### config.mk
export PLATFORM = sky130hd
export DESIGN_NAME = p3ke_back_flat
export DESIGN_NICKNAME = d
export VERILOG_FILES = /design/src/rtl/core/p3ke_pkg.sv /design/src/rtl/core/p3ke_if.sv /design/src/rtl/core/p3ke_back.sv /design/src/flat_wrapper.sv
export SDC_FILE = /design/constraint.sdc
export NUM_CORES = 2
export LEC_CHECK = 0
export BUFFER_PORTS_ARGS = -buffer_cell sky130_fd_sc_hd__buf_2
export CAP_MARGIN = 10
export CELL_PAD_IN_SITES_DETAIL_PLACEMENT = 1
export CELL_PAD_IN_SITES_GLOBAL_PLACEMENT = 1
export CORE_MARGIN = 2
export CORE_UTILIZATION = 25
export DETAILED_ROUTE_END_ITERATION = 12
export PLACE_DENSITY_LB_ADDON = 0.12
export REMOVE_ABC_BUFFERS = 1
export SYNTH_ARGS = -nofsm -noshare
export SYNTH_HDL_FRONTEND = slang
export SYNTH_SLANG_ARGS = --single-unit
export TNS_END_PERCENT = 100
### constraint.sdc
create_clock -name clk -period 31 [get_ports clk]
set_clock_uncertainty 0.05 [all_clocks]
set_input_delay 6.2 -clock clk [delete_from_list [all_inputs] [get_ports clk]]
set_output_delay 6.2 -clock clk [all_outputs]
set_load 0.02 [all_outputs]
### src/rtl/core/p3ke_pkg.sv
// p3ke_pkg: shared types, widths and constants for the degree-3 polynomial embedding.
// No dependencies.
package p3ke_pkg;

  localparam int MAX_DIM     = 16;
  localparam int IDX_W       = $clog2(MAX_DIM);
  localparam int CNT_W       = $clog2(MAX_DIM + 1);
  localparam int DIM_W       = 5;
  localparam int ELEM_W      = 16;
  localparam int COORD_W     = 32;
  localparam int POS_W       = 10;
  localparam int STATUS_W    = 2;
  localparam int CFG_IDX_W   = 1;
  localparam int CFG_DATA_W  = 5;
  localparam int FIFO_DEPTH  = 4;
  localparam int FIFO_AW     = $clog2(FIFO_DEPTH);
  localparam int FIFO_CW     = $clog2(FIFO_DEPTH + 1);
  localparam int WGT_W       = 18;
  localparam int PROD_W      = 48;

  localparam logic [CFG_IDX_W-1:0] REG_DIMENSION  = 1'd0;
  localparam logic [CFG_IDX_W-1:0] REG_ACCUMULATE = 1'd1;

  // Q.16 weights: 1, sqrt3, sqrt6
  localparam logic [WGT_W-1:0] W_ONE   = 18'd65536;
  localparam logic [WGT_W-1:0] W_SQRT3 = 18'd113512;
  localparam logic [WGT_W-1:0] W_SQRT6 = 18'd160530;

  typedef enum logic [1:0] {
    GRP_CUBE   = 2'd0,
    GRP_PAIR   = 2'd1,
    GRP_TRIPLE = 2'd2
  } p3ke_group_t;

  typedef enum logic [STATUS_W-1:0] {
    ST_OK         = 2'd0,
    ST_NOT_LOADED = 2'd1,
    ST_SATURATED  = 2'd2
  } p3ke_status_t;

  typedef struct packed {
    p3ke_group_t               grp;
    logic                      err;
    logic                      acc;
    logic                      last;
    logic [POS_W-1:0]          pos;
    logic signed [COORD_W-1:0] prior;
  } p3ke_meta_t;

  typedef struct packed {
    logic signed [ELEM_W-1:0] a;
    logic signed [ELEM_W-1:0] b;
    logic signed [ELEM_W-1:0] c;
    p3ke_meta_t               meta;
  } p3ke_job_t;

endpackage

### src/rtl/core/p3ke_if.sv


interface p3ke_out_if import p3ke_pkg::*; ();
  logic                      valid;
  logic                      ready;
  logic signed [COORD_W-1:0] coordinate;
  logic [POS_W-1:0]          coordinate_index;
  logic                      final_flag;
  logic [STATUS_W-1:0]       status;

  modport source (output valid, output coordinate, output coordinate_index,
                  output final_flag, output status, input ready);
  modport sink   (input valid, input coordinate, input coordinate_index,
                  input final_flag, input status, output ready);
endinterface

### src/rtl/core/p3ke_back.sv
// p3ke_back: multiply, weight, round, accumulate and saturate pipeline with output register.
// Depends on p3ke_pkg, p3ke_if.
module p3ke_back import p3ke_pkg::*; (
  input  logic       clk,
  input  logic       rst_n,
  input  p3ke_job_t  head_job,
  input  logic       empty,
  output logic       pop,
  p3ke_out_if.source out_chan
);

  localparam int AB_W  = 2 * ELEM_W;
  localparam int LO_W  = 23;
  localparam int HI_W  = PROD_W - LO_W;
  localparam int HW_W  = HI_W + WGT_W + 1;
  localparam int LW_W  = LO_W + WGT_W;
  localparam int SUM_W = 64;
  localparam int SH    = 35;

  logic en;
  logic v1_r, v2_r, v3_r, v4_r, ov_r;
  p3ke_meta_t m1_r, m2_r, m3_r, m4_r;

  logic signed [ELEM_W-1:0]  ja, jb, jc, y, z;
  logic signed [AB_W-1:0]    ab_r;
  logic signed [ELEM_W-1:0]  z1_r;
  logic signed [PROD_W-1:0]  p2_r;
  logic signed [HW_W-1:0]    hiw_r;
  logic [LW_W-1:0]           low_r;
  logic signed [COORD_W-1:0] c4_r;
  logic [WGT_W-1:0]          wgt;
  logic signed [HI_W-1:0]    p_hi;
  logic [LO_W-1:0]           p_lo;
  logic signed [SUM_W-1:0]   sum4;
  logic signed [COORD_W:0]   acc_sum;

  logic signed [COORD_W-1:0] coord_r, coord_nxt;
  logic [POS_W-1:0]          index_r;
  logic                      last_r;
  p3ke_status_t              status_r, status_nxt;

  assign en  = !(ov_r && !out_chan.ready);
  assign pop = en && !empty;

  assign ja = head_job.a;
  assign jb = head_job.b;
  assign jc = head_job.c;

  always_comb begin
    y = (head_job.meta.grp == GRP_TRIPLE) ? jb : ja;
    case (head_job.meta.grp)
      GRP_CUBE: z = ja;
      GRP_PAIR: z = jb;
      default:  z = jc;
    endcase
    case (m2_r.grp)
      GRP_CUBE: wgt = W_ONE;
      GRP_PAIR: wgt = W_SQRT3;
      default:  wgt = W_SQRT6;
    endcase
    p_hi = p2_r[PROD_W-1:LO_W];
    p_lo = p2_r[LO_W-1:0];
    sum4 = ({{(SUM_W-HW_W){hiw_r[HW_W-1]}}, hiw_r} <<< LO_W)
         + SUM_W'(low_r)
         + (SUM_W'(1) <<< (SH - 1));
    acc_sum = {c4_r[COORD_W-1], c4_r} + {m4_r.prior[COORD_W-1], m4_r.prior};
    coord_nxt  = c4_r;
    status_nxt = ST_OK;
    if (m4_r.err) begin
      coord_nxt  = '0;
      status_nxt = ST_NOT_LOADED;
    end else if (m4_r.acc) begin
      coord_nxt = acc_sum[COORD_W-1:0];
      if (acc_sum[COORD_W] != acc_sum[COORD_W-1]) begin
        coord_nxt  = acc_sum[COORD_W] ? {1'b1, {(COORD_W-1){1'b0}}}
                                      : {1'b0, {(COORD_W-1){1'b1}}};
        status_nxt = ST_SATURATED;
      end
    end
  end

  always_ff @(posedge clk) begin
    if (!rst_n) begin
      v1_r <= 1'b0;
      v2_r <= 1'b0;
      v3_r <= 1'b0;
      v4_r <= 1'b0;
      ov_r <= 1'b0;
    end else if (en) begin
      v1_r <= !empty;
      v2_r <= v1_r;
      v3_r <= v2_r;
      v4_r <= v3_r;
      ov_r <= v4_r;
    end
  end

  always_ff @(posedge clk) begin
    if (en) begin
      ab_r     <= AB_W'(ja) * AB_W'(y);
      z1_r     <= z;
      m1_r     <= head_job.meta;
      p2_r     <= PROD_W'(ab_r) * PROD_W'(z1_r);
      m2_r     <= m1_r;
      hiw_r    <= HW_W'(p_hi) * HW_W'($signed({1'b0, wgt}));
      low_r    <= LW_W'(p_lo) * LW_W'(wgt);
      m3_r     <= m2_r;
      c4_r     <= COORD_W'(sum4 >>> SH);
      m4_r     <= m3_r;
      coord_r  <= coord_nxt;
      index_r  <= m4_r.pos;
      last_r   <= m4_r.last;
      status_r <= status_nxt;
    end
  end

  assign out_chan.valid            = ov_r;
  assign out_chan.coordinate       = coord_r;
  assign out_chan.coordinate_index = index_r;
  assign out_chan.final_flag       = last_r;
  assign out_chan.status           = status_r;

endmodule

### src/flat_wrapper.sv
// flat-port wrapper written by rule: the top's interface ports become plain ports
module p3ke_back_flat import p3ke_pkg::*;
  (clk, rst_n, head_job, empty, pop, out_chan_valid, out_chan_coordinate, out_chan_coordinate_index, out_chan_final_flag, out_chan_status, out_chan_ready);
  p3ke_out_if out_chan_i ();
  input  logic clk;
  input  logic rst_n;
  input  p3ke_job_t head_job;
  input  logic empty;
  output logic pop;
  output wire logic [$bits(out_chan_i.valid)-1:0] out_chan_valid;
  output wire logic [$bits(out_chan_i.coordinate)-1:0] out_chan_coordinate;
  output wire logic [$bits(out_chan_i.coordinate_index)-1:0] out_chan_coordinate_index;
  output wire logic [$bits(out_chan_i.final_flag)-1:0] out_chan_final_flag;
  output wire logic [$bits(out_chan_i.status)-1:0] out_chan_status;
  input wire logic [$bits(out_chan_i.ready)-1:0] out_chan_ready;
  assign out_chan_valid = out_chan_i.valid;
  assign out_chan_coordinate = out_chan_i.coordinate;
  assign out_chan_coordinate_index = out_chan_i.coordinate_index;
  assign out_chan_final_flag = out_chan_i.final_flag;
  assign out_chan_status = out_chan_i.status;
  assign out_chan_i.ready = out_chan_ready;
  p3ke_back u_core (.clk(clk), .rst_n(rst_n), .head_job(head_job), .empty(empty), .pop(pop), .out_chan(out_chan_i));
endmodule
# After elaboration in Yosys (flattened, before gate mapping)
# Index checks and enable logic that the tools add are counted.
# classes
add_sub_neg	3
multipliers	4
n_eq_ne	4
mux	8
bitwise	1
reduce_logical	8
# ops
op	n
$mux W32	3
$add A64 B35 Y64 const B	1
$add A64 B41 Y64	1
$mul A32 B16 Y48	1
$mul A23 B18 Y41	1
$mul A25 B19 Y41	1
$pmux W18 S2	1
$add A29 B32 Y33	1
$mul A16 B16 Y32	1
$pmux W16 S2	1
$mux W16	1
$eq A2 B1 Y1 const B	2
$logic_not A2 Y1	2
$logic_not A1 Y1	3
$eq A2 B2 Y1 const B	1
$logic_and A1 B1 Y1	2
$mux W2	1
$reduce_or A2 Y1	1
$mux W1	1
$ne A1 B1 Y1	1
$not A1 Y1	1
# word_totals
regBits	441
in_bits	99

# Longest topological paths before layout
# logic_depth
depth_word	4
mapped_depth	28
depth_no_buf	25

# Least setup slack after synthesis
# OpenSTA, ideal clock, no wires.
# synth_timing
path_kind	in2reg
from	input port out_chan_ready
to	register u_core.ab_r[0] (enable)
setup_time_ps	757
arrival_ps	14315
path_slack_ps	15878
path_stages	3
path_buffers	1
path_cell_list	nor2b_1 > clkbuf_1 > inv_1
# synth_between
elab_chain_len	2
# synth_lines
element	line_no	source
start: declaration	flat_wrapper.sv:15	input wire logic [$bits(out_chan_i.ready)-1:0] out_chan_ready;
$logic_not A1 Y1	p3ke_back.sv:42	assign en = !(ov_r && !out_chan.ready);
$logic_and A1 B1 Y1	p3ke_back.sv:42	
end signal: assignment	p3ke_back.sv:100	ab_r <= AB_W'(ja) * AB_W'(y);
end: declaration	p3ke_back.sv:25	logic signed [AB_W-1:0] ab_r;
# Every way passes these cells.
# A chain may end at the register's enable or synchronous reset.

# Worst setup path after layout
# layout_timing
from	input port out_chan_ready
to	output port pop
# layout_between
elab_chain_len	4
# layout_lines
element	line_no	source
$logic_not A1 Y1	p3ke_back.sv:42	
$logic_and A1 B1 Y1	p3ke_back.sv:42	
$logic_not A1 Y1	p3ke_back.sv:42	
$logic_and A1 B1 Y1	p3ke_back.sv:43	assign pop = en && !empty;
end: declaration	flat_wrapper.sv:9	output logic pop;
# Every way passes these cells.

==> results.md <==
* Die footprint at about 270000 sq um
* Clock Path Buffers at 3
* Synth area leaders: fa_1 39%, edfxtp_1 19%, ha_1 12%, inv_1 10%, nand2_1 3.3%
* Port buffer count at between 100 and 150
* Vias in the first global route at around 50000
* Seq/Total Area, Yosys at approximately a fifth
* Post-layout min period at about 14000 ps
* H-Tree Level Count at 2
* RD Place Congestion at 0.778
* Worst-skew pair later-pin latency at approximately 720 ps
* WL final at 181 mm
* Post-CTS setup repair buffer count at 0
* CORE AREA at about 260000 sq um
* Clk sinks at 416
* Status: complete, no violations
* Starting density of the core at between 20% and 30%
* # DRC at 0
* Die Span Y at between 500 and 600 um
* Number of enable flip-flop cells after synthesis at between 400 and 500
* Resize count post-CTS at 0
* Maximum clock frequency at 73.9 MHz
* Worst endpoint required time at ~25000 ps
* All-Layer GR Usage at between 10% and 20%
* Initial antenna violation count at 5
* Syn-to-layout area delta at 10.4%
* Drt pass-1 iters at 5
* Setup_tns at 0 ps
* First-pass GRT wire length at slightly below 300 mm
* Crit Path Category: in2out
* Antenna-violating nets left at 0
* Via/cell ratio at between 4 and 5
* RSZ-0062 raised after global routing: no
* Ports at about 150
* Die W at between 500 and 600 um
* Final Setup Violations at 0
* Most common flop cell mapped by yosys: edfxtp_1
* Max cap viols at 0
* CTS tree: built
* TritonCTS buffer count at ~60
* Synth Instances at around 6500
* Synth cell count leaders: 1805 x inv_1, 1283 x fa_1, 618 x ha_1
* Avg WL per Cell at about 18 um
* Slew HR at between 20% and 30%
* Grt total ovfl at 0
* Most frequent cell after synthesis: inv_1
* Largest net degree at the start of global routing at a little over 80
* Crit Path Max Fanout at 7
* Hold slack at ~360 ps
* CTS Hold Buffers Added at 0
* Syn avg cell area at about 10 sq um
* Async SR Flop Fraction at 0%
* Share of post-route cells with drive strength above 1 at 5.75%
* Area leader, netlist: fa_1
* Area share of the largest cell type after synthesis at around 39%
* Post-DP HPWL at roughly 150 mm
* Row cnt at ~190
* Startpoint types: primary input
* Tcrit/Tclk final at 43.7%
* Measured slew at the worst slew-check pin at ~1200 ps
* DR vias at about 42000
* Worst hold-check path type: reg2reg
* Fillcell total at 30200
* CTS root buffer: clkbuf_16
* Final slew viol count at 0
* CP endpoint kind: output port
* Post-Syn Area at approximately 66000 sq um
* DR iter-0 viols at about 1400
* CP arrival at 7290 ps
* Yosys reg bits at between 400 and 500
* Final hold violation count at 0
* Distinct cells, synth at approximately 90
* Yosys Warn Count at 0
* Nets at between 8000 and 9000
* Worst-path clk slew at 60 ps
-- layout by cell type, fill, tap and decap left out, drive strengths merged, types with 129 or more instances in the layout --
cell type	instances
buf	195
xnor2	129
and2	280
edfxtp	411
inv	1811
nor2	178
ha	618
nand2	582
a21oi	144
fa	1283
-- logic make-up (layout without fill, tap and decap cells) --
group	after synthesis	count (layout)	synth area share [%]
mux	40	40	0.621
flops	416	416	18.8
buf+inv	2001	2111	11.4
xor+xnor	195	195	2.60
simple gates	1352	1352	9.80
other cells	2	31	0.0113
fa+ha+maj	1928	1928	50.9
compound gates	563	563	5.95
-- sequential cells by signal, indices dropped and copies added (netlist names) --
register	cells
u_core.out_chan.coordinate_index	10
u_core.out_chan.final_flag	1
u_core.hiw_r	40
u_core.low_r	17
u_core.ab_r	32
u_core.v1_r	1
u_core.out_chan.status	2
u_core.m1_r	47
u_core.z1_r	16
u_core.v4_r	1
u_core.c4_r	29
u_core.m4_r	45
u_core.m2_r	47
u_core.p2_r	48
u_core.out_chan.valid	1
u_core.v2_r	1
u_core.v3_r	1
u_core.out_chan.coordinate	32
u_core.m3_r	45
-- stage by stage --
step / utilization (%) / worst slack (ps) / instances / instance area, sq um
detailed placement: 26.9 / 16530 / 10100 / 71200
CTS: 27.7 / 17310 / 10200 / 73100
global placement: 26.9 / 16750 / 10100 / 71200
finish: 27.7 / 17460 / 10200 / 73200
global route: 27.7 / 17000 / 10200 / 73100
floorplan: - / 15980 / 6326 / 65600
-- critical path, cell delays in order --
cell	delay (ps)
buf_2	100
nor2b_1	680
nor2_1	110
buf_2	200
-- worst paths after layout --
path	start	endpoint	slack (ps)	cells past startpoint
worst min register to register	u_core.m2_r[5]	u_core.m3_r[5]	360	0
worst max register to register	u_core.m2_r[46]	u_core.low_r[40]	22590	24
worst max-delay path	out_chan_ready	pop	17460	4
worst min-delay path	u_core.m2_r[5]	u_core.m3_r[5]	360	0
-- routing by layer --
metal / up-vias / share of wire (%) / global-route usage, %
met5: - / 0 / 0
met4: 0 / 1.6 / 2.57
met3: 134 / 2.0 / 1.29
met2: 309 / 47 / 23.5
met1: 21800 / 49 / 19.1
li1: 19800 / - / -
-- cell type report --
type                            count  area (sq um)  area share (%)
Sequential cell                   416         12400            17.0
Clock buffer                       69          1510            2.07
Antenna cell                        5          12.5          0.0171
Timing Repair Buffer              195          1100            1.51
Inverter                         1806          6790            9.28
Tap cell                         3533          4420            6.04
Clock inverter                     41           474           0.648
Multi-Input combinational cell   4104         46400            63.4
Power is left out: the tool's default activity adds up to more than one toggle a clock period on the data nets, which glitch-free logic cannot reach.
