==> config.mk <==
export PLATFORM = sky130hd
export DESIGN_NAME = p3ke_fifo
export DESIGN_NICKNAME = d
export VERILOG_FILES = /design/src/rtl/core/p3ke_pkg.sv /design/src/rtl/core/p3ke_fifo.sv
export SDC_FILE = /design/constraint.sdc
export NUM_CORES = 1
export LEC_CHECK = 0
export BUFFER_PORTS_ARGS = -buffer_cell sky130_fd_sc_hd__buf_2
export CAP_MARGIN = 20
export CORE_MARGIN = 10
export CORE_UTILIZATION = 57
export DETAILED_ROUTE_END_ITERATION = 7
export PLACE_DENSITY_LB_ADDON = 0.2
export SYNTH_ARGS = -nofsm -noshare
export SYNTH_HDL_FRONTEND = slang
export SYNTH_SLANG_ARGS = --single-unit
==> constraint.sdc <==
create_clock -name clk -period 4.7 [get_ports clk]
set_clock_uncertainty 0.2 [all_clocks]
set_input_delay 0.235 -clock clk [delete_from_list [all_inputs] [get_ports clk]]
set_output_delay 0.235 -clock clk [all_outputs]
set_load 0.02 [all_outputs]
==> src/rtl/core/p3ke_pkg.sv <==
// p3ke_pkg: shared types, widths and constants for the degree-3 polynomial embedding.
// No dependencies.
package p3ke_pkg;

  localparam int MAX_DIM     = 16;
  localparam int IDX_W       = $clog2(MAX_DIM);
  localparam int CNT_W       = $clog2(MAX_DIM + 1);
  localparam int DIM_W       = 5;
  localparam int ELEM_W      = 16;
  localparam int COORD_W     = 32;
  localparam int POS_W       = 10;
  localparam int STATUS_W    = 2;
  localparam int CFG_IDX_W   = 1;
  localparam int CFG_DATA_W  = 5;
  localparam int FIFO_DEPTH  = 4;
  localparam int FIFO_AW     = $clog2(FIFO_DEPTH);
  localparam int FIFO_CW     = $clog2(FIFO_DEPTH + 1);
  localparam int WGT_W       = 18;
  localparam int PROD_W      = 48;

  localparam logic [CFG_IDX_W-1:0] REG_DIMENSION  = 1'd0;
  localparam logic [CFG_IDX_W-1:0] REG_ACCUMULATE = 1'd1;

  // Q.16 weights: 1, sqrt3, sqrt6
  localparam logic [WGT_W-1:0] W_ONE   = 18'd65536;
  localparam logic [WGT_W-1:0] W_SQRT3 = 18'd113512;
  localparam logic [WGT_W-1:0] W_SQRT6 = 18'd160530;

  typedef enum logic [1:0] {
    GRP_CUBE   = 2'd0,
    GRP_PAIR   = 2'd1,
    GRP_TRIPLE = 2'd2
  } p3ke_group_t;

  typedef enum logic [STATUS_W-1:0] {
    ST_OK         = 2'd0,
    ST_NOT_LOADED = 2'd1,
    ST_SATURATED  = 2'd2
  } p3ke_status_t;

  typedef struct packed {
    p3ke_group_t               grp;
    logic                      err;
    logic                      acc;
    logic                      last;
    logic [POS_W-1:0]          pos;
    logic signed [COORD_W-1:0] prior;
  } p3ke_meta_t;

  typedef struct packed {
    logic signed [ELEM_W-1:0] a;
    logic signed [ELEM_W-1:0] b;
    logic signed [ELEM_W-1:0] c;
    p3ke_meta_t               meta;
  } p3ke_job_t;

endpackage

==> src/rtl/core/p3ke_fifo.sv <==
// p3ke_fifo: short job queue between the sequencing front and the arithmetic back.
// Depends on p3ke_pkg.
module p3ke_fifo import p3ke_pkg::*; (
  input  logic               clk,
  input  logic               rst_n,
  input  logic               push,
  input  p3ke_job_t          push_job,
  input  logic               pop,
  output p3ke_job_t          head_job,
  output logic               empty,
  output logic [FIFO_CW-1:0] count
);

  p3ke_job_t            mem_r [FIFO_DEPTH];
  logic [FIFO_AW-1:0]   wr_ptr_r, rd_ptr_r;
  logic [FIFO_CW-1:0]   count_r, count_nxt;

  function automatic logic [FIFO_AW-1:0] ptr_inc(input logic [FIFO_AW-1:0] p);
    if (p == FIFO_AW'(FIFO_DEPTH - 1)) begin
      return '0;
    end
    return p + 1'b1;
  endfunction

  always_comb begin
    count_nxt = count_r;
    if (push && !pop) begin
      count_nxt = count_r + 1'b1;
    end else if (pop && !push) begin
      count_nxt = count_r - 1'b1;
    end
  end

  always_ff @(posedge clk) begin
    if (!rst_n) begin
      wr_ptr_r <= '0;
      rd_ptr_r <= '0;
      count_r  <= '0;
    end else begin
      count_r <= count_nxt;
      if (push) begin
        wr_ptr_r <= ptr_inc(wr_ptr_r);
      end
      if (pop) begin
        rd_ptr_r <= ptr_inc(rd_ptr_r);
      end
    end
  end

  always_ff @(posedge clk) begin
    if (push) begin
      mem_r[wr_ptr_r] <= push_job;
    end
  end

  assign head_job = mem_r[rd_ptr_r];
  assign empty    = count_r == '0;
  assign count    = count_r;

endmodule

[After elaboration in Yosys (flattened, before gate mapping)]
Memories as Yosys holds them, arrays and structs flattened. A register that Yosys moved wholly into a read port is not among the register bits.
Cells that the tools add are included.
Cells by class
  add/sub/neg operators: 4
  equal/unequal tests: 2
  mux-type cells: 16
  reduce and logical (&&, ||, !) cells: 6
Operators with widths (number)
  2-bit two-way mux: 6
  1-bit two-way mux: 8
  3-bit two-way mux: 2
  2-bit by 1-bit adder with 2-bit output (second input constant): 2
  2-bit == test (second input constant): 2
  3-bit by 1-bit adder with 3-bit output (second input constant): 1
  3-bit logical NOT: 1
  3-bit by 1-bit subtractor with 3-bit output (second input constant): 1
  1-bit logical AND: 2
  1-bit logical NOT: 2
  2-bit nonzero test: 1
Storage, ports and cells
  register bits: 7
  memory bits (writable): 380
  bits of input ports: 99
  output and inout bits: 99
  logic and storage cells: 32
  memories: 1
Memory list
  mem_r: depth 4, bits a word 95, read ports 1, clocked after memory_dff 1, write ports 1, RTL line p3ke_fifo.sv:14  | p3ke_job_t mem_r [FIFO_DEPTH];

[Depth between registers and ports, before layout]
Gate-level depths: netlist of the first run.
  depth in word-level cells: 7
  depth in mapped cells: 7
  depth with buffers taken out: 7

[Least setup slack after synthesis of the first run]
Ideal clock, no wire load.
  path type: reg-to-reg
  start point: reg wr_ptr_r[0]
  end point: mem mem_r[3][0] (netlist bit), enable pin
  setup time: 0.464 ns
  data arrival time: 2.745 ns
  data required time: 4.036 ns
  slack: 1.291 ns
  stages on the path, launching flop included: 3
  path buffers: 0
  period minus slack after synthesis: 3.409 ns
  path through: dfxtp_1 ha_1 and2_1
RTL lines
  start: declaration: RTL line p3ke_fifo.sv:15  | logic [FIFO_AW-1:0] wr_ptr_r, rd_ptr_r;
  start signal: assignment: RTL line p3ke_fifo.sv:42  | wr_ptr_r <= ptr_inc(wr_ptr_r);
  end: declaration: RTL line p3ke_fifo.sv:14
Straight into the memory's write port.

==> flow_summary_export.csv, run 1 <==
group,metric,value,unit
clock_network,cts_buffer_depth,3,
setup_path,slowest_delay,0.72,ns
cells_and_area,stdcell_count,1220,
timing,min_period,2.83,ns
setup_path,cp_cell_sequence,"buf_16 > buf_4 > mux4_2 > buf_2",
global_route,grt_use_total,0.183,
global_route,grt_pass1_wl,44.2,mm
timing,max_freq,354,MHz
cells_and_area,post-route-util,0.726,
power_and_ir_drop,swShare,0.223,
floorplanning,rows,57,
route,top_layer,"met4",
timing,rsz0062_at_grt,"false",
logic_synthesis,syn_area,0.0142,mm2
hold_path,holdPathEnd,"mem_r[0][21]",
cells_and_area,antenna-diode-count,0,
placed_design,placement.io_buffers,197,
status,status,"complete, no violations",
global_route,first_global_vias,7627,
setup_path,endpoint_kind,"primary output",
power_and_ir_drop,internal_power,0.00596,W
route,drt_wl_total,28.2,mm
power_and_ir_drop,power.share.combinational,0.103,
route,drt_iter0_drc,489,
clock_network,cts_resized,0,
floorplanning,start_util,0.582,
clock_network,cts_tree,"done",
power_and_ir_drop,netSwitchingPower,0.00171,W
clock_network,cts_setup_buffers,0,
power_and_ir_drop,pwr-share-clk,0.372,
floorplanning,die_x,178,um
cells_and_area,layout_common_cells,"edfxtp_1 (380), buf_2 (197), dlygate4sd3_1 (98), mux4_2 (95), clkbuf_16 (39)",
route,wl_met3,2.06,mm
cells_and_area,syn_to_final_growth,24.6,%
placed_design,hpwl,17.5,mm
setup_path,startpoint_type,"flop",
route,final_antenna_net_count,0,
route,post_drt_wl_per_cell,23.1,um
hold_path,hold_start,"push_job[21]",
setup_path,crit_required,4.26,ns
clock_network,root_buffer,"clkbuf_16",
power_and_ir_drop,ir_worst_vdd,0.326,mV
hold_path,min_path_type,"in2reg",
cells_and_area,final_common_cell,"edfxtp_1",
clock_network,htree_levels,2,
route,drc,0,
logic_synthesis,synth_fp_nets,646,
setup_path,crit_slowest_cell,"dfxtp_4",
clock_network,clk_pin_slew,0.06,ns
logic_synthesis,synth_seq_cells,389,
power_and_ir_drop,p_leak,6.06,nW
route,wl_met2,14.7,mm
clock_network,cts.sinks,389,
timing,slew_headroom,0.501,
job,max_cap_viol_count,0,
setup_path,rrSetupSlack,2.37,ns
timing,finalCritPeriodShare,0.601,
floorplanning,io_pins,198,
logic_synthesis,yosysUniqueCellTypes,21,
clock_network,clk-insertion-delay-late,0.51,ns
global_route,grt_max_degree,58,
logic_synthesis,syn_inst,540,
timing,maxSlewViolCount,0,
timing,fin_tns_setup,0,ns
logic_synthesis,yosysWarnings,0,
clock_network,cts_buffers,39,
logic_synthesis,synth_top_area_cell,"edfxtp_1",
cells_and_area,area.sequential,0.0116,mm2
setup_path,r2r_start,"wr_ptr_r[0]",
power_and_ir_drop,p_seq_frac,0.525,
logic_synthesis,synthTopCellsByArea,"edfxtp_1 (80%), mux4_2 (15%), dfxtp_1 (1.3%), buf_12 (0.85%), ha_1 (0.53%)",
logic_synthesis,synth_top_area_frac,0.803,
floorplanning,core,0.0244,mm2
cells_and_area,final_area,0.0177,mm2
hold_path,holdPathStages,2,
cells_and_area,final.fill_count,1420,
global_route,antenna_found_initial,0,
cells_and_area,drive_gt1_frac,0.407,
logic_synthesis,avgSynthCellArea,26.3,um2
floorplanning,fp.dieH,178,um
route,drtPass1Iterations,4,
floorplanning,die_area,0.0316,mm2
cells_and_area,multi_input_area,0.00240,mm2
placed_design,gp_congestion,0.735,
setup_path,arrival,2.39,ns
timing,hold_viol_final,0,
power_and_ir_drop,total_power,0.00767,W
setup_path,r2r.worst_path.cells,3,
timing,final-setup-viol-count,0,
route,drt-met1-wl,11.1,mm
setup_path,path_class,"reg2out",
setup_path,regToRegEndpoint,"mem_r[3][63]",
timing,worstMarginPinSlew,0.748,ns
power_and_ir_drop,p_per_area,433,mW/mm2
route,avgViaCountPerCell,5.53,
route,vias,6741,
logic_synthesis,seq_area_frac_synth,0.816,
placed_design,place_area,0.0155,mm2
cells_and_area,finalNetCount,972,
setup_path,crit_path_max_fanout,42,
global_route,grt.overflow.total,0,
placed_design,place_inst,1051,
-- per-layer routing --
metal	vias up	track usage
met3	36	0.0506
met4	0	0.0406
met1	3504	0.234
met2	227	0.309
met5	-	0
li1	2974	-
-- Yosys cell counts --
master / number
and2_1: 5
clkbuf_1: 4
dfxtp_1: 9
nor3_1: 2
nor2_1: 1
or3_1: 1
xor2_1: 1
a21boi_0: 1
xnor2_1: 1
mux4_2: 95
buf_12: 6
nor2b_1: 5
fa_1: 1
o21a_1: 1
inv_1: 4
mux2i_1: 4
ha_1: 6
buf_6: 1
o21ai_0: 1
buf_2: 11
edfxtp_1: 380
-- critical path, delay by kind of cell (launching register included) --
family | cells | cell delay, ns
flip-flops | 1 | 0.72
buffers and inverters | 3 | 0.80
multiplexers | 1 | 0.34
-- flip-flops by register name (all words and copies together) (netlist names), named ones only --
register / cells
count: 3
mem_r: 380
rd_ptr_r: 2
wr_ptr_r: 2
-- layout make-up --
cell class                 count  share of cell area
clock inverter                24             0.00997
timing repair buffer         307               0.118
sequential                   389               0.655
multi-input combinational    125               0.136
clock buffer                  47              0.0568
inverter                       4            0.000848
tap                          324              0.0229
-- logic make-up (layout without fill, tap and decap cells) --
family,count (synthesis),in the layout,synth area share
flops,389,389,0.816
mux,99,99,0.153
buf+inv,26,382,0.0152
simple gates,14,14,0.00581
fa+ha+maj,7,7,0.00670
compound gates,3,3,0.00141
xor+xnor,2,2,0.00123
-- worst max path at each step --
stage,slack [ns],cells past startpoint,from,end
after detailed placement,2.34,4,flop,head_job[1]
after global routing,1.72,4,flop,head_job[7]
final,1.87,4,flop,head_job[51]
after CTS,1.80,4,flop,head_job[54]
after floorplan,1.29,2,wr_ptr_r[0],mem_r[3][0]
after global placement,2.18,3,flop,head_job[51]
-- through the flow --
step                      setup slack (ns)  hold slack [ns]
after floorplan                       1.29            0.134
after detailed placement              2.34            0.253
after global placement                2.18            0.243
after global routing                  1.72            0.244
after CTS                             1.80            0.249
final                                 1.87            0.258
-- repair_timing --
item / 4_1_cts / 5_1_grt
hold buffers: 98 / 0
setup endpoints to repair: 0 / 0
endpoints found under the hold margin: 389 / 0
-- power groups by stage --
stage | Sequential (W) | Combinational (W) | Clock (W)
final | 0.00403 | 0.000793 | 0.00285
after global placement | 0.00410 | 0.000711 | 0
after detailed placement | 0.00410 | 0.000739 | 0
after CTS | 0.00403 | 0.000809 | 0.00290
after global routing | 0.00404 | 0.000854 | 0.00306
after floorplan | 0.00409 | 0.000472 | 0
Note: power is estimated with default switching activity, not from simulation.
==> run 2: changes to the inputs <==
--- a/config.mk
+++ b/config.mk
@@ -8,7 +8,7 @@
 export BUFFER_PORTS_ARGS = -buffer_cell sky130_fd_sc_hd__buf_2
 export CAP_MARGIN = 20
 export CORE_MARGIN = 10
-export CORE_UTILIZATION = 57
+export CORE_UTILIZATION = 51
 export DETAILED_ROUTE_END_ITERATION = 7
 export PLACE_DENSITY_LB_ADDON = 0.2
 export SYNTH_ARGS = -nofsm -noshare
==> constraint.sdc (replaced) <==
create_clock -name clk -period 2.4 [get_ports clk]
set_clock_uncertainty 0.2 [all_clocks]
set_input_delay 0.12 -clock clk [delete_from_list [all_inputs] [get_ports clk]]
set_output_delay 0.12 -clock clk [all_outputs]
set_load 0.02 [all_outputs]
==> run 2 against run 1 <==
Non-clock buffer count rose by 4; utilization fell by 7.2 points; final cell count rose by 4.6%.
==> flow_summary_export.csv, run 2 (same netlist as run 1, synthesis figures left out) <==
group,metric,value,unit
floorplanning,fp.dieH,187,um
power_and_ir_drop,total_power,0.0152,W
power_and_ir_drop,p_per_area,842,mW/mm2
placed_design,placement.io_buffers,197,
timing,slew_headroom,0.687,
global_route,grt_use_total,0.164,
route,vias,6833,
global_route,top_usage_layer,"met2",
timing,worstMarginPinSlew,0.470,ns
clock_network,cts.sinks,389,
setup_path,startpoint_type,"flop",
route,drt_wl_total,28.6,mm
clock_network,root_buffer,"clkbuf_16",
global_route,antenna_found_initial,2,
cells_and_area,final_area,0.0181,mm2
clock_network,cts_tree,"done",
timing,max_freq,422,MHz
power_and_ir_drop,p_leak,6.15,nW
global_route,grt_max_degree,54,
power_and_ir_drop,ir_worst_vdd,0.640,mV
global_route,grt.overflow.total,0,
cells_and_area,finalNetCount,977,
timing,finalCritPeriodShare,0.988,
timing,hold_viol_final,0,
route,drtPass1Iterations,4,
route,final_antenna_net_count,0,
setup_path,path_class,"reg2out",
cells_and_area,syn_to_final_growth,27.1,%
timing,rsz0062_at_grt,"true",
timing,maxSlewViolCount,0,
job,max_cap_viol_count,0,
cells_and_area,layout_common_cells,"edfxtp_1 (380), buf_2 (178), dlygate4sd3_1 (99), mux4_2 (95), clkbuf_16 (41)",
setup_path,arrival,2.05,ns
placed_design,hpwl,17.1,mm
placed_design,gp_congestion,0.695,
floorplanning,rows,61,
cells_and_area,multi_input_area,0.00240,mm2
global_route,grt_use_met2,0.277,
placed_design,place_area,0.0158,mm2
global_route,first_global_vias,7625,
route,avgViaCountPerCell,5.36,
clock_network,htree_levels,2,
hold_path,min_path_type,"in2reg",
floorplanning,die_x,187,um
setup_path,crit_path_max_fanout,53,
route,drc,0,
global_route,grt_pass1_wl,44.9,mm
route,post_drt_wl_per_cell,22.4,um
setup_path,crit_required,2.08,ns
floorplanning,die_area,0.0349,mm2
timing,final-setup-viol-count,0,
floorplanning,io_pins,198,
floorplanning,start_util,0.514,
clock_network,clk_pin_slew,0.06,ns
cells_and_area,largest_reg_flops,380,
global_route,grt.met1_usage,0.208,
setup_path,endpoint_kind,"primary output",
cells_and_area,stdcell_count,1276,
timing,min_period,2.37,ns
floorplanning,core,0.0276,mm2
cells_and_area,top_register,"mem_r",
clock_network,clk-insertion-delay-late,0.51,ns
timing,fin_tns_setup,0,ns
clock_network,cts_buffers,40,
cells_and_area,area.sequential,0.0116,mm2
clock_network,cts_buffer_depth,3,
placed_design,place_inst,1108,
route,drt_iter0_drc,538,
global_route,globalRouteMet3Util,0.0410,
status,status,"complete, no violations",
cells_and_area,final.fill_count,1826,
cells_and_area,final_common_cell,"edfxtp_1",
cells_and_area,drive_gt1_frac,0.400,
==> run 2: cell count changes in the layout (fill, tap and decap cells not counted) <==
| cell | previous run | this run |
|---|---|---|
| buf_2 | 197 | 178 |
| buf_6 | 0 | 19 |
| buf_12 | 1 | 12 |
| buf_4 | 10 | 2 |
| clkinv_2 | 9 | 1 |
| clkbuf_1 | 8 | 12 |
| diode_2 | 0 | 3 |
| clkbuf_16 | 39 | 41 |
| clkinvlp_4 | 2 | 0 |
| inv_6 | 3 | 1 |
| clkinv_1 | 8 | 9 |
| dlygate4sd3_1 | 98 | 99 |
==> run 2: metrics by stage <==
step / setup slack (ns) / utilization / hold WS, ns
global route: -0.0844 / 0.653 / 0.152
CTS: -0.0243 / 0.649 / 0.126
global placement: 0.517 / 0.570 / 0.128
floorplan: 0.0328 / - / 0.0189
finish: 0.0279 / 0.654 / 0.158
detailed placement: 0.479 / 0.570 / 0.137
==> run 2: final timing paths <==
check | startpoint | endpoint | slack (ns) | cells past startpoint
max | flop | head_job[59] | 0.03 | 3
min | push_job[80] | mem_r[3][80] | 0.16 | 2
max reg2reg | wr_ptr_r[0] | mem_r[2][4] | 0.51 | 4
min reg2reg | wr_ptr_r[1] | wr_ptr_r[1] | 0.38 | 2
==> run 2: layer usage <==
metal	vias up	part of all wire
met1	3556	0.41
met2	229	0.51
met5	-	0
met4	0	0.020
met3	55	0.058
li1	2993	-
==> run 2: repair_timing <==
item | in CTS | in global routing
resized for setup | 5 | 34
endpoints found under the hold margin | 389 | 0
setup endpoints to repair | 26 | 77
hold buffers | 99 | 0
buffers inserted | 0 | 0
==> run 2: worst max-delay path, cell delays in order (launching register included) <==
cell and delay, ns:
dfxtp_4 0.38, buf_16 0.34, mux4_2 0.58, buf_2 0.18
==> run 2: cell type report <==
class,instances,share of cell area
flip-flops and latches,389,0.642
multi-input cells,125,0.133
repair buffers,311,0.132
clock buffers,53,0.0593
well taps,378,0.0262
clock inverters,13,0.00596
inverters,4,0.000832
diodes,3,0.000416
==> run 2: report_power, final <==
part | switching, W | internal, W
combinational | 0.000917 | 0.000755
clock | 0.00233 | 0.00333
sequential | 0.0000893 | 0.00778
==> run 3: changes to the inputs <==
--- a/config.mk
+++ b/config.mk
@@ -8,7 +8,8 @@
 export BUFFER_PORTS_ARGS = -buffer_cell sky130_fd_sc_hd__buf_2
 export CAP_MARGIN = 20
 export CORE_MARGIN = 10
-export CORE_UTILIZATION = 51
+export CORE_UTILIZATION = 53
+export CTS_BUF_LIST = sky130_fd_sc_hd__clkbuf_4 sky130_fd_sc_hd__clkbuf_8
 export DETAILED_ROUTE_END_ITERATION = 7
 export PLACE_DENSITY_LB_ADDON = 0.2
 export SYNTH_ARGS = -nofsm -noshare
==> run 3 against run 2 <==
Via count grew 3.8%; clock power shrank 9.0%; first-iteration DRC count shrank 19%; fmax is essentially flat; utilization grew 5.0 points; die area shrank 3.4%; final cell count grew 1.8%; highest routed layer unchanged.
==> flow_summary_export.csv, run 3 (same netlist as run 1, synthesis figures left out) <==
group,metric,value,unit
status,status,"complete, no violations",
setup_path,rrSetupSlack,0.57,ns
global_route,first_global_vias,7928,
timing,max_freq,422,MHz
clock_network,clk_pin_slew,0.06,ns
route,avgViaCountPerCell,5.46,
clock_network,cts.sinks,389,
hold_path,holdPathStages,2,
timing,slew_headroom,0.720,
setup_path,r2r_start,"wr_ptr_r[1]",
cells_and_area,final_common_cell,"edfxtp_1",
route,final_antenna_net_count,0,
route,drt_wl_total,30.5,mm
timing,final-setup-viol-count,0,
placed_design,place_area,0.0157,mm2
route,drtPass1Iterations,5,
timing,maxSlewViolCount,0,
floorplanning,die_x,184,um
placed_design,gp_congestion,0.748,
route,post_drt_wl_per_cell,23.5,um
setup_path,crit_path_max_fanout,14,
cells_and_area,post-route-util,0.704,
cells_and_area,largest_reg_flops,380,
hold_path,holdPathEnd,"mem_r[2][17]",
power_and_ir_drop,p_leak,6.41,nW
cells_and_area,layout_common_cells,"edfxtp_1 (380), buf_2 (168), dlygate4sd3_1 (99), mux4_2 (95), clkbuf_8 (62)",
cells_and_area,top_register,"mem_r",
timing,hold_slack,0.0903,ns
global_route,globalRouteMet3Util,0.0496,
global_route,grt.met1_usage,0.227,
floorplanning,die_area,0.0337,mm2
setup_path,endpoint_kind,"primary output",
floorplanning,start_util,0.542,
clock_network,cts_buffer_depth,3,
setup_path,regToRegEndpoint,"mem_r[1][47]",
cells_and_area,drive_gt1_frac,0.440,
power_and_ir_drop,swShare,0.231,
cells_and_area,area.sequential,0.0116,mm2
placed_design,hpwl,17.5,mm
power_and_ir_drop,internal_power,0.0114,W
hold_path,hold_start,"push_job[17]",
job,max_cap_viol_count,0,
floorplanning,fp.dieH,184,um
clock_network,cts_buffers,60,
cells_and_area,final_area,0.0184,mm2
cells_and_area,syn_to_final_growth,29.9,%
route,vias,7094,
clock_network,root_buffer,"clkbuf_8",
route,drt_iter0_drc,436,
placed_design,placement.io_buffers,197,
floorplanning,io_pins,198,
timing,hold_viol_final,0,
clock_network,clk-insertion-delay-late,0.57,ns
setup_path,crit_required,2.08,ns
route,drc,0,
timing,worstMarginPinSlew,0.420,ns
global_route,top_usage_layer,"met2",
global_route,grt_use_met2,0.292,
cells_and_area,finalNetCount,1018,
global_route,antenna_found_initial,3,
power_and_ir_drop,ir_worst_vdd,0.617,mV
setup_path,path_class,"reg2out",
hold_path,min_path_type,"in2reg",
power_and_ir_drop,pwr-share-clk,0.346,
power_and_ir_drop,netSwitchingPower,0.00343,W
timing,finalCritPeriodShare,0.988,
clock_network,htree_levels,2,
power_and_ir_drop,total_power,0.0148,W
global_route,grt.overflow.total,0,
global_route,grt_max_degree,49,
setup_path,startpoint_type,"flop",
cells_and_area,multi_input_area,0.00240,mm2
cells_and_area,final.fill_count,1587,
global_route,grt_use_total,0.177,
floorplanning,rows,59,
setup_path,r2r.worst_path.cells,4,
power_and_ir_drop,p_seq_frac,0.530,
clock_network,cts_tree,"done",
setup_path,arrival,2.05,ns
floorplanning,core,0.0262,mm2
power_and_ir_drop,p_per_area,805,mW/mm2
power_and_ir_drop,power.share.combinational,0.124,
timing,min_period,2.37,ns
global_route,grt_pass1_wl,45.6,mm
timing,rsz0062_at_grt,"true",
run 3: power by group through the flow:
stage / registers, W / logic [W] / clock network [W]
6_report: 0.00787 / 0.00184 / 0.00514
5_1_grt: 0.00789 / 0.00197 / 0.00557
4_1_cts: 0.00787 / 0.00174 / 0.00526
3_5_place_dp: 0.00801 / 0.00150 / 0
3_3_place_gp: 0.00799 / 0.00147 / 0
2_1_floorplan: 0.00800 / 0.000926 / 0
run 3: routing by layer:
layer | share of wire | wire length, um
met5 | 0 | 0
met1 | 0.42 | 12700
met3 | 0.077 | 2330
met2 | 0.49 | 15000
met4 | 0.015 | 462
run 3: per-stage QoR:
stage / setup TNS, ns / cells / worst slack [ns]
after detailed placement: 0 / 1067 / 0.478
after floorplan: 0 / 540 / 0.0328
after global placement: 0 / 1067 / 0.501
final: 0 / 1299 / 0.0286
after global routing: -1.27 / 1298 / -0.0640
after CTS: -0.233 / 1290 / -0.0251
run 3: timing repair:
action,4_1_cts,5_1_grt
setup endpoints to repair,75,75
endpoints found under the hold margin,430,0
gates cloned,6,6
hold buffers,99,0
buffers inserted,7,0
resized for setup,9,60
run 3: layout make-up:
type | count | area share
multi-input cells | 125 | 0.130
clock inverters | 32 | 0.00855
inverters | 4 | 0.000814
well taps | 335 | 0.0227
flip-flops and latches | 389 | 0.629
repair buffers | 332 | 0.155
clock buffers | 79 | 0.0532
diodes | 3 | 0.000407
run 3: how the worst max path moves through the flow:
| stage | from | to | slack (ns) | cells after the start |
|---|---|---|---|---|
| 2_1_floorplan | wr_ptr_r[0] | mem_r[3][0] | 0.03 | 2 |
| 3_3_place_gp | flop | head_job[86] | 0.50 | 3 |
| 3_5_place_dp | flop | head_job[86] | 0.48 | 3 |
| 4_1_cts | flop | head_job[86] | -0.03 | 4 |
| 5_1_grt | flop | head_job[91] | -0.06 | 3 |
| 6_report | flop | head_job[91] | 0.03 | 3 |
run 3: worst max-delay path, cell delays in order (launching register included):
cell and delay [ns]:
dfxtp_4 0.42, bufbuf_16 0.34, mux4_2 0.54, buf_2 0.18
